===== config.mk =====
export PLATFORM = sky130hd
export DESIGN_NAME = log_escape_sequence_parser
export DESIGN_NICKNAME = d
export VERILOG_FILES = /design/src/rtl/lesp_pkg.sv /design/src/rtl/lesp_core.sv /design/src/rtl/log_escape_sequence_parser.sv
export SDC_FILE = /design/constraint.sdc
export NUM_CORES = 1
export LEC_CHECK = 0
export BUFFER_PORTS_ARGS = -buffer_cell sky130_fd_sc_hd__buf_4
export CORE_ASPECT_RATIO = 1.5
export CORE_MARGIN = 10
export CORE_UTILIZATION = 55
export DETAILED_ROUTE_END_ITERATION = 16
export PLACE_DENSITY_LB_ADDON = 0.08
export SLEW_MARGIN = 25
export SYNTH_ARGS = -nofsm -noshare
export SYNTH_HDL_FRONTEND = slang
export SYNTH_SLANG_ARGS = --single-unit

===== constraint.sdc =====
create_clock -name clk -period 8.01 [get_ports clk]
set_input_delay 1.602 -clock clk [delete_from_list [all_inputs] [get_ports clk]]
set_output_delay 1.602 -clock clk [all_outputs]
set_load 0.05 [all_outputs]

===== src/rtl/lesp_pkg.sv =====
`timescale 1ns / 1ps
// ----------------------------------------------------------------------------
// lesp_pkg
// Holds the types and byte codes that the log escape sequence parser modules share.
// ----------------------------------------------------------------------------
package lesp_pkg;

  typedef enum logic [1:0] {
    MODE_TEXT = 2'd0,
    MODE_ESC  = 2'd1,
    MODE_SEQ  = 2'd2
  } parse_mode_t;

  typedef enum logic [2:0] {
    EV_TEXT      = 3'd0,
    EV_LINE_END  = 3'd1,
    EV_NEST_OPEN = 3'd2,
    EV_NEST_CLOSE = 3'd3,
    EV_UNDERFLOW = 3'd4
  } event_kind_t;

  typedef struct packed {
    event_kind_t kind;
    logic [7:0]  text;
    logic        header;
    logic [15:0] prio;
    logic [31:0] line;
    logic [31:0] column;
    logic        last;
  } result_t;

  localparam logic [7:0] CH_NL       = 8'h0a;
  localparam logic [7:0] CH_ESC      = 8'h1b;
  localparam logic [7:0] CH_LBRACKET = 8'h5b;
  localparam logic [7:0] CH_SEMI     = 8'h3b;
  localparam logic [7:0] CH_ZERO     = 8'h30;
  localparam logic [7:0] CH_NINE     = 8'h39;
  localparam logic [7:0] FINAL_LO    = 8'h40;
  localparam logic [7:0] FINAL_HI    = 8'h7f;
  localparam logic [7:0] CH_TILDE    = 8'h7e;
  localparam logic [7:0] CH_P        = 8'h70;
  localparam logic [7:0] CH_Q        = 8'h71;
  localparam logic [7:0] CH_S        = 8'h73;
  localparam logic [7:0] CH_A        = 8'h61;
  localparam logic [7:0] CH_B        = 8'h62;

endpackage


===== src/rtl/lesp_core.sv =====
`timescale 1ns / 1ps
// ----------------------------------------------------------------------------
// lesp_core
// Holds the parser state and decodes one byte into up to two result events.
// ----------------------------------------------------------------------------
module lesp_core #(
  parameter int DEPTH_BITS    = 8,
  parameter int PRIORITY_BITS = 16,
  parameter int COUNTER_BITS  = 32
) (
  input  logic                clk,
  input  logic                rst_n,
  input  logic [7:0]          byte_in,
  input  logic                fire,
  output lesp_pkg::result_t   res [2],
  output logic [1:0]          res_count
);

  lesp_pkg::parse_mode_t      mode_r, mode_nxt;
  logic                       line_has_text_r, line_has_text_nxt;
  logic                       header_flag_r, header_flag_nxt;
  logic [DEPTH_BITS-1:0]      nest_depth_r, nest_depth_nxt;
  logic [PRIORITY_BITS-1:0]   cur_prio_r, cur_prio_nxt;
  logic                       suppress_nl_r, suppress_nl_nxt;
  logic [PRIORITY_BITS-1:0]   first_param_r, first_param_nxt;
  logic                       param_seen_r, param_seen_nxt;
  logic                       past_first_r, past_first_nxt;
  logic [COUNTER_BITS-1:0]    line_cnt_r, line_cnt_nxt;
  logic [COUNTER_BITS-1:0]    col_cnt_r, col_cnt_nxt;

  logic [PRIORITY_BITS+3:0]   accum;
  logic [PRIORITY_BITS-1:0]   seq_prio;
  logic [63:0]                prio_wide, line_wide, col_wide;
  logic                       is_final;
  logic                       end_first;
  logic                       slot;

  always_comb begin
    accum = ({4'b0, first_param_r} << 3) + ({4'b0, first_param_r} << 1)
          + (PRIORITY_BITS+4)'(byte_in - lesp_pkg::CH_ZERO);
    seq_prio  = param_seen_r ? first_param_r : PRIORITY_BITS'(1);
    prio_wide = 64'(cur_prio_r);
    is_final  = byte_in >= lesp_pkg::FINAL_LO && byte_in <= lesp_pkg::FINAL_HI &&
                byte_in != lesp_pkg::CH_TILDE;
  end

  always_comb begin
    mode_nxt = lesp_pkg::MODE_TEXT;
    unique case (mode_r)
      lesp_pkg::MODE_ESC: begin
        if (byte_in == lesp_pkg::CH_LBRACKET) mode_nxt = lesp_pkg::MODE_SEQ;
      end
      lesp_pkg::MODE_SEQ: begin
        if (!is_final) mode_nxt = lesp_pkg::MODE_SEQ;
      end
      default: begin
        if (byte_in == lesp_pkg::CH_ESC) mode_nxt = lesp_pkg::MODE_ESC;
      end
    endcase
  end

  always_comb begin
    line_has_text_nxt = line_has_text_r;
    header_flag_nxt   = header_flag_r;
    nest_depth_nxt    = nest_depth_r;
    cur_prio_nxt      = cur_prio_r;
    suppress_nl_nxt   = suppress_nl_r;
    first_param_nxt   = first_param_r;
    param_seen_nxt    = param_seen_r;
    past_first_nxt    = past_first_r;
    line_cnt_nxt      = line_cnt_r;
    col_cnt_nxt       = col_cnt_r;
    res[0]            = '0;
    res[1]            = '0;
    res_count         = 2'd0;
    end_first         = 1'b0;
    slot              = 1'b0;

    if (byte_in == lesp_pkg::CH_NL) begin
      if (line_cnt_r != '1) line_cnt_nxt = line_cnt_r + 1'b1;
      col_cnt_nxt = '0;
    end else if (col_cnt_r != '1) begin
      col_cnt_nxt = col_cnt_r + 1'b1;
    end
    line_wide = 64'(line_cnt_nxt);
    col_wide  = 64'(col_cnt_nxt);

    unique case (mode_r)
      lesp_pkg::MODE_ESC: begin
        if (byte_in == lesp_pkg::CH_LBRACKET) begin
          first_param_nxt = '0;
          param_seen_nxt  = 1'b0;
          past_first_nxt  = 1'b0;
        end
      end
      lesp_pkg::MODE_SEQ: begin
        if (is_final) begin
          end_first = line_has_text_r && (byte_in == lesp_pkg::CH_P ||
                      byte_in == lesp_pkg::CH_Q || byte_in == lesp_pkg::CH_S);
          if (end_first) begin
            res[0].kind       = lesp_pkg::EV_LINE_END;
            res[0].header     = header_flag_r;
            res[0].prio       = prio_wide[15:0];
            res_count         = 2'd1;
            slot              = 1'b1;
            line_has_text_nxt = 1'b0;
            header_flag_nxt   = 1'b0;
            cur_prio_nxt      = PRIORITY_BITS'(1);
          end
          if (byte_in == lesp_pkg::CH_P) begin
            res[slot].kind  = lesp_pkg::EV_NEST_OPEN;
            res_count       = res_count + 2'd1;
            if (nest_depth_r != '1) nest_depth_nxt = nest_depth_r + 1'b1;
            header_flag_nxt = 1'b1;
            cur_prio_nxt    = seq_prio;
          end else if (byte_in == lesp_pkg::CH_Q) begin
            res_count = res_count + 2'd1;
            if (nest_depth_r != '0) begin
              nest_depth_nxt = nest_depth_r - 1'b1;
              res[slot].kind = lesp_pkg::EV_NEST_CLOSE;
            end else begin
              res[slot].kind   = lesp_pkg::EV_UNDERFLOW;
              res[slot].line   = line_wide[31:0];
              res[slot].column = col_wide[31:0];
            end
          end else if (byte_in == lesp_pkg::CH_S) begin
            cur_prio_nxt = seq_prio;
          end else if (byte_in == lesp_pkg::CH_A) begin
            suppress_nl_nxt = 1'b1;
          end else if (byte_in == lesp_pkg::CH_B) begin
            suppress_nl_nxt = 1'b0;
          end
        end else if (byte_in >= lesp_pkg::CH_ZERO && byte_in <= lesp_pkg::CH_NINE) begin
          if (!past_first_r) begin
            if (accum[PRIORITY_BITS+3:PRIORITY_BITS] != '0) begin
              first_param_nxt = '1;
            end else begin
              first_param_nxt = accum[PRIORITY_BITS-1:0];
            end
            param_seen_nxt = 1'b1;
          end
        end else if (byte_in == lesp_pkg::CH_SEMI) begin
          past_first_nxt = 1'b1;
        end
      end
      default: begin
        if (byte_in == lesp_pkg::CH_NL && !suppress_nl_r) begin
          res[0].kind       = lesp_pkg::EV_LINE_END;
          res[0].header     = header_flag_r;
          res[0].prio       = prio_wide[15:0];
          res_count         = 2'd1;
          line_has_text_nxt = 1'b0;
          header_flag_nxt   = 1'b0;
          cur_prio_nxt      = PRIORITY_BITS'(1);
        end else if (byte_in != lesp_pkg::CH_ESC) begin
          res[0].kind       = lesp_pkg::EV_TEXT;
          res[0].text       = byte_in;
          res_count         = 2'd1;
          line_has_text_nxt = 1'b1;
        end
      end
    endcase

    if (res_count == 2'd2) begin
      res[1].last = 1'b1;
    end else if (res_count == 2'd1) begin
      res[0].last = 1'b1;
    end
  end

  always_ff @(posedge clk) begin
    if (!rst_n) begin
      mode_r          <= lesp_pkg::MODE_TEXT;
      line_has_text_r <= 1'b0;
      header_flag_r   <= 1'b0;
      nest_depth_r    <= '0;
      cur_prio_r      <= PRIORITY_BITS'(1);
      suppress_nl_r   <= 1'b0;
      first_param_r   <= '0;
      param_seen_r    <= 1'b0;
      past_first_r    <= 1'b0;
      line_cnt_r      <= COUNTER_BITS'(1);
      col_cnt_r       <= '0;
    end else if (fire) begin
      mode_r          <= mode_nxt;
      line_has_text_r <= line_has_text_nxt;
      header_flag_r   <= header_flag_nxt;
      nest_depth_r    <= nest_depth_nxt;
      cur_prio_r      <= cur_prio_nxt;
      suppress_nl_r   <= suppress_nl_nxt;
      first_param_r   <= first_param_nxt;
      param_seen_r    <= param_seen_nxt;
      past_first_r    <= past_first_nxt;
      line_cnt_r      <= line_cnt_nxt;
      col_cnt_r       <= col_cnt_nxt;
    end
  end

endmodule


===== src/rtl/log_escape_sequence_parser.sv =====
`timescale 1ns / 1ps
// ----------------------------------------------------------------------------
// log_escape_sequence_parser
// Parses ESC [ control sequences in a log byte stream into text, line and
// nesting events.
//
// The input channel carries one log byte per transfer on in_byte_in. The
// result channel carries one event per transfer; a byte causes zero, one or
// two events, and out_last_of_run marks the final event of a byte.
// An accepted byte is held in an input register and decoded once the result
// queue has room for all of its events; those events are then registered
// into the result queue, from which the first event of a byte is offered.
// One byte is accepted per cycle while the decode stage is not held. The
// result queue holds two entries and drains one event per cycle while the
// receiver is ready, so a byte that causes two events can hold back the next.
// Reset clears the parser state, the line count to one and empties the
// input register and the result queue.
// When the receiver stalls, the result queue fills, the decode stage stops
// and in_ready falls once the input register is occupied.
// ----------------------------------------------------------------------------
module log_escape_sequence_parser #(
  parameter int DEPTH_BITS    = 8,
  parameter int PRIORITY_BITS = 16,
  parameter int COUNTER_BITS  = 32
) (
  input  logic        clk,
  input  logic        rst_n,
  input  logic        in_valid,
  output logic        in_ready,
  input  logic [7:0]  in_byte_in,
  output logic        out_valid,
  input  logic        out_ready,
  output logic [2:0]  out_event_kind,
  output logic [7:0]  out_text_byte,
  output logic        out_header_line,
  output logic [15:0] out_line_priority,
  output logic [31:0] out_line_number,
  output logic [31:0] out_char_number,
  output logic        out_last_of_run
);

  logic                in_valid_r;
  logic [7:0]          in_byte_r;
  lesp_pkg::result_t   res [2];
  logic [1:0]          res_count;
  logic                fire;
  logic                pop;
  lesp_pkg::result_t   queue_r [2];
  lesp_pkg::result_t   queue_nxt [2];
  logic [1:0]          cnt_r, cnt_nxt, cnt_pop;

  lesp_core #(
    .DEPTH_BITS   (DEPTH_BITS),
    .PRIORITY_BITS(PRIORITY_BITS),
    .COUNTER_BITS (COUNTER_BITS)
  ) u_core (
    .clk      (clk),
    .rst_n    (rst_n),
    .byte_in  (in_byte_r),
    .fire     (fire),
    .res      (res),
    .res_count(res_count)
  );

  assign fire      = in_valid_r && ({1'b0, cnt_pop} + {1'b0, res_count} <= 3'd2);
  assign in_ready  = !in_valid_r || fire;
  assign out_valid = cnt_r != 2'd0;
  assign pop       = out_valid && out_ready;

  assign out_event_kind    = queue_r[0].kind;
  assign out_text_byte     = queue_r[0].text;
  assign out_header_line   = queue_r[0].header;
  assign out_line_priority = queue_r[0].prio;
  assign out_line_number   = queue_r[0].line;
  assign out_char_number   = queue_r[0].column;
  assign out_last_of_run   = queue_r[0].last;

  always_comb begin
    queue_nxt = queue_r;
    cnt_pop   = cnt_r - {1'b0, pop};
    if (pop) begin
      queue_nxt[0] = queue_r[1];
    end
    if (fire && res_count != 2'd0) begin
      if (cnt_pop == 2'd0) begin
        queue_nxt[0] = res[0];
        queue_nxt[1] = res[1];
      end else begin
        queue_nxt[1] = res[0];
      end
    end
    cnt_nxt = cnt_pop + (fire ? res_count : 2'd0);
  end

  always_ff @(posedge clk) begin
    if (!rst_n) begin
      in_valid_r <= 1'b0;
      cnt_r      <= 2'd0;
    end else begin
      cnt_r <= cnt_nxt;
      if (in_valid && in_ready) begin
        in_valid_r <= 1'b1;
      end else if (fire) begin
        in_valid_r <= 1'b0;
      end
    end
  end

  always_ff @(posedge clk) begin
    queue_r <= queue_nxt;
    if (in_valid && in_ready) begin
      in_byte_r <= in_byte_in;
    end
  end

  a_cnt_bound: assert property (@(posedge clk) disable iff (!rst_n)
    cnt_r != 2'd3)
    else $error("Result queue count out of range.");

  a_pair_queued: assert property (@(posedge clk) disable iff (!rst_n)
    out_valid && !out_last_of_run |-> cnt_r == 2'd2)
    else $error("A non-final event is shown without its follower queued.");

  a_pair_fill: assert property (@(posedge clk) disable iff (!rst_n)
    fire && res_count == 2'd2 |=> cnt_r == 2'd2)
    else $error("Two events of one byte were not both queued.");

  a_reset_empty: assert property (@(posedge clk)
    !rst_n |=> cnt_r == 2'd0 && !in_valid_r)
    else $error("Reset did not empty the pipeline.");

endmodule


==> flow_summary_export.csv <==
group,metric,value,unit
detailed_routing,postRouteWirelength,37000,um
timing,setup_viol,0,
timing,finalCritPeriodShare,67.0,%
critical_path,start_kind,"flip-flop",
timing,skew,19.2,ps
timing,fin_setup_tns,0,ps
clock_tree,cts_tree,"done",
synthesis,async_flop_share,0,%
floorplan,fp.dieH,230,um
finish,antennaDiodeCount,0,
global_routing,grt_pass1_vias,11800,
clock_tree,clk_latency,570,ps
floorplan,die-area,36800,um^2
critical_path,crit_arrival,3770,ps
synthesis,netlist_area,16200,um^2
synthesis,ys_seq_area_share,44.4,%
critical_path,cp_max_fo,8,
detailed_routing,detail_route.wl_per_cell,18.1,um
clock_tree,ctsHoldBuffers,0,
clock_tree,cts.sinks,308,
synthesis,synth.area.mux_share,6.32,%
synthesis,synthSimpleGateAreaFrac,18.0,%
timing,tightest_slew,1020,ps
synthesis,yosysMostFrequentCell,"dfxtp_1",
detailed_routing,ant_nets,0,
synthesis,synth_cell_types,81,
min_path,hold_path_class,"reg -> reg",
critical_path,crit_path_end_kind,"output port",
run_status,run_status,"finished, final reports clean",
finish,layout-drive-gt1-share,12.2,%
detailed_routing,met3_length,1330,um
job,cap_violations,0,
detailed_routing,first_pass_iters,5,
detailed_routing,wl_met2,19700,um
timing,fin_crit,5370,ps
global_routing,grt_overflow,0,
clock_tree,cts-root-buf,"clkbuf_16",
finish,fillers,2589,
timing,setup_ws,2640,ps
global_routing,grt_start_max_net_pins,95,
synthesis,synth_nets,1735,
placed_design,place_congestion,0.879,
timing,finalHoldViolCount,0,
synthesis,syn_inst,1668,
detailed_routing,dr.max_layer_used,"met4",
synthesis,synth_top_area_share,25.6,%
global_routing,antenna_found_initial,0,
detailed_routing,drcViolationCount,0,
clock_tree,cts_resized,0,
detailed_routing,drt_iter0_markers,584,
floorplan,die_x,160,um
synthesis,ys_top_cells_by_count,"207 x dfxtp_1, 123 x nor2_1, 101 x edfxtp_1, 101 x mux2i_1, 98 x nand2_1",
critical_path,worst-setup-path-type,"reg -> out",
timing,max_freq,186,MHz
placed_design,place.port_buffers,106,
floorplan,core,28900,um^2
timing,maxSlewHeadroom,31.6,%
floorplan,start_util,56.0,%
clock_tree,cts_buffers,29,
placed_design,preCtsSetupSlack,2600,ps
timing,rsz0062_at_grt,"false",
synthesis,post-synth-top-area-cell,"dfxtp_1",
synthesis,synth_edf_count,101,
global_routing,grt_usage,19.6,%
finish,utilization,60.4,%
clock_tree,postCtsSetupBuffers,0,
detailed_routing,vias,11700,
clock_tree,path_clk_slew,60,ps
power_and_ir_drop,vdd_drop_max,0.279,mV
synthesis,synth_flop_cell,"dfxtp_1",
floorplan,rows,76,
synthesis,synth_compound_area_share,12.1,%
critical_path,cp.required,6410,ps
synthesis,synth-xor-area-share,5.90,%
floorplan,top_level_ports,107,
synthesis,yosysWarnings,0,
timing,drv_slew,0,
power_and_ir_drop,power_leakage,6.35,nW
synthesis,synth-seq-cells,308,
clock_tree,cts_htree_levels,1,
placed_design,hpwl,25500,um
detailed_routing,met1_length,15100,um
global_routing,grt_pass1_wl,60900,um
power_and_ir_drop,p_per_area,316,nW/um^2
finish,syn_to_final_growth,7.94,%
synthesis,postSynthAreaPerCell,9.70,um^2
synthesis,synth_area_leaders,"dfxtp_1 26%, edfxtp_1 19%, mux2i_1 6.2%",
clock_tree,max-clock-path-buffers,3,
detailed_routing,vias_per_cell,5.72,
finish,layout.nets,1697,
synthesis,synth-adder-area-share,5.04,%
synthesis,synth_top_family_by_area,"simple AND/OR/NAND/NOR gates",
power_and_ir_drop,p_total,5.52,mW
==> cell usage in the layout, fill, tap and decap left out, drive strengths merged, types with 6 or more instances in the layout <==
cell    Yosys  final
nand4      33     33
a21boi     13     13
inv        51     53
or3         9      9
nor2b      38     38
a21o        6      6
o211ai      8      8
xor2       54     54
a22oi      32     32
nand2     100    100
clkinv      0      8
ha         38     38
and3       47     47
nor2      124    124
fa         17     17
nand3b      9      9
o21ai      93     93
nor3       28     28
and2       44     44
clkbuf     70     37
buf       118    119
nand2b      7      7
a211oi      6      6
nand3      71     71
dfxtp     207    207
edfxtp    101    101
and4       14     14
a21oi      34     34
a31oi       6      6
xnor2      55     55
mux2i     101    101
o22ai      70     70
==> power breakdown <==
group | leakage, nW | switching, mW | internal (mW)
sequential | 2.66 | 0.190 | 2.02
clock | 0.480 | 0.605 | 0.809
combinational | 3.21 | 1.33 | 0.571
==> flip-flops by register name (all words and copies together) (netlist names), 16 cells and up <==
| signal | flops |
|---|---|
| out_line_number | 32 |
| out_line_priority | 16 |
| queue_r | 93 |
| u_core.first_param_r | 16 |
| out_char_number | 32 |
| u_core.col_cnt_r | 32 |
| u_core.cur_prio_r | 16 |
| u_core.line_cnt_r | 32 |
==> path summary, 6_finish.rpt <==
kind,start,to,slack [ps],cells past startpoint
setup / recovery,in_byte_r[2]$_DFFE_PP_,in_ready,2640,9
hold / removal,u_core.param_seen_r$_SDFFE_PN0P_,u_core.param_seen_r$_SDFFE_PN0P_,490,2
setup reg to reg,u_core.mode_r[0]$_SDFFE_PN0N_,out_char_number[23]$_DFF_P_,3080,16
hold reg to reg,u_core.param_seen_r$_SDFFE_PN0P_,u_core.param_seen_r$_SDFFE_PN0P_,490,2
==> cells by family (layout without fill, tap and decap cells) <==
logic type,Yosys count,after routing
mux,102,102
buf+inv,239,224
fa+ha+maj,55,55
flops,308,308
simple gates,551,551
compound gates,304,304
xor+xnor,109,109
==> per-layer routing <==
layer,vias up,GRT usage (%)
met1,5646,22.6
met3,53,2.58
li1,5797,-
met2,197,36.6
met5,-,0
met4,0,5.84
==> per-stage QoR <==
stage                     instances  hold slack, ps  area (um^2)
after CTS                      2043             486        17500
after global routing           2043             514        17500
final                          2043             487        17500
after floorplan                1668             440        16200
after detailed placement       1989             472        16500
after global placement         1988             461        16500
==> worst max-delay path, stage by stage (launching register included) <==
cell and delay [ps]:
edfxtp_1 560, or4b_2 800, o21ai_4 260, o41ai_4 150, ha_1 240, inv_1 60, fa_1 420, o21ai_0 320
nand2_1 170, buf_4 220
==> cell type report <==
| cell class | count | area [um^2] | share of cell area [%] |
|---|---|---|---|
| clock buffer | 37 | 838 | 4.80 |
| clock inverter | 17 | 158 | 0.903 |
| inverter | 51 | 191 | 1.10 |
| multi-input combinational | 1121 | 7720 | 44.2 |
| sequential | 308 | 7180 | 41.1 |
| tap | 390 | 488 | 2.79 |
| timing repair buffer | 119 | 897 | 5.14 |
Note: power is estimated with default switching activity, not from simulation.
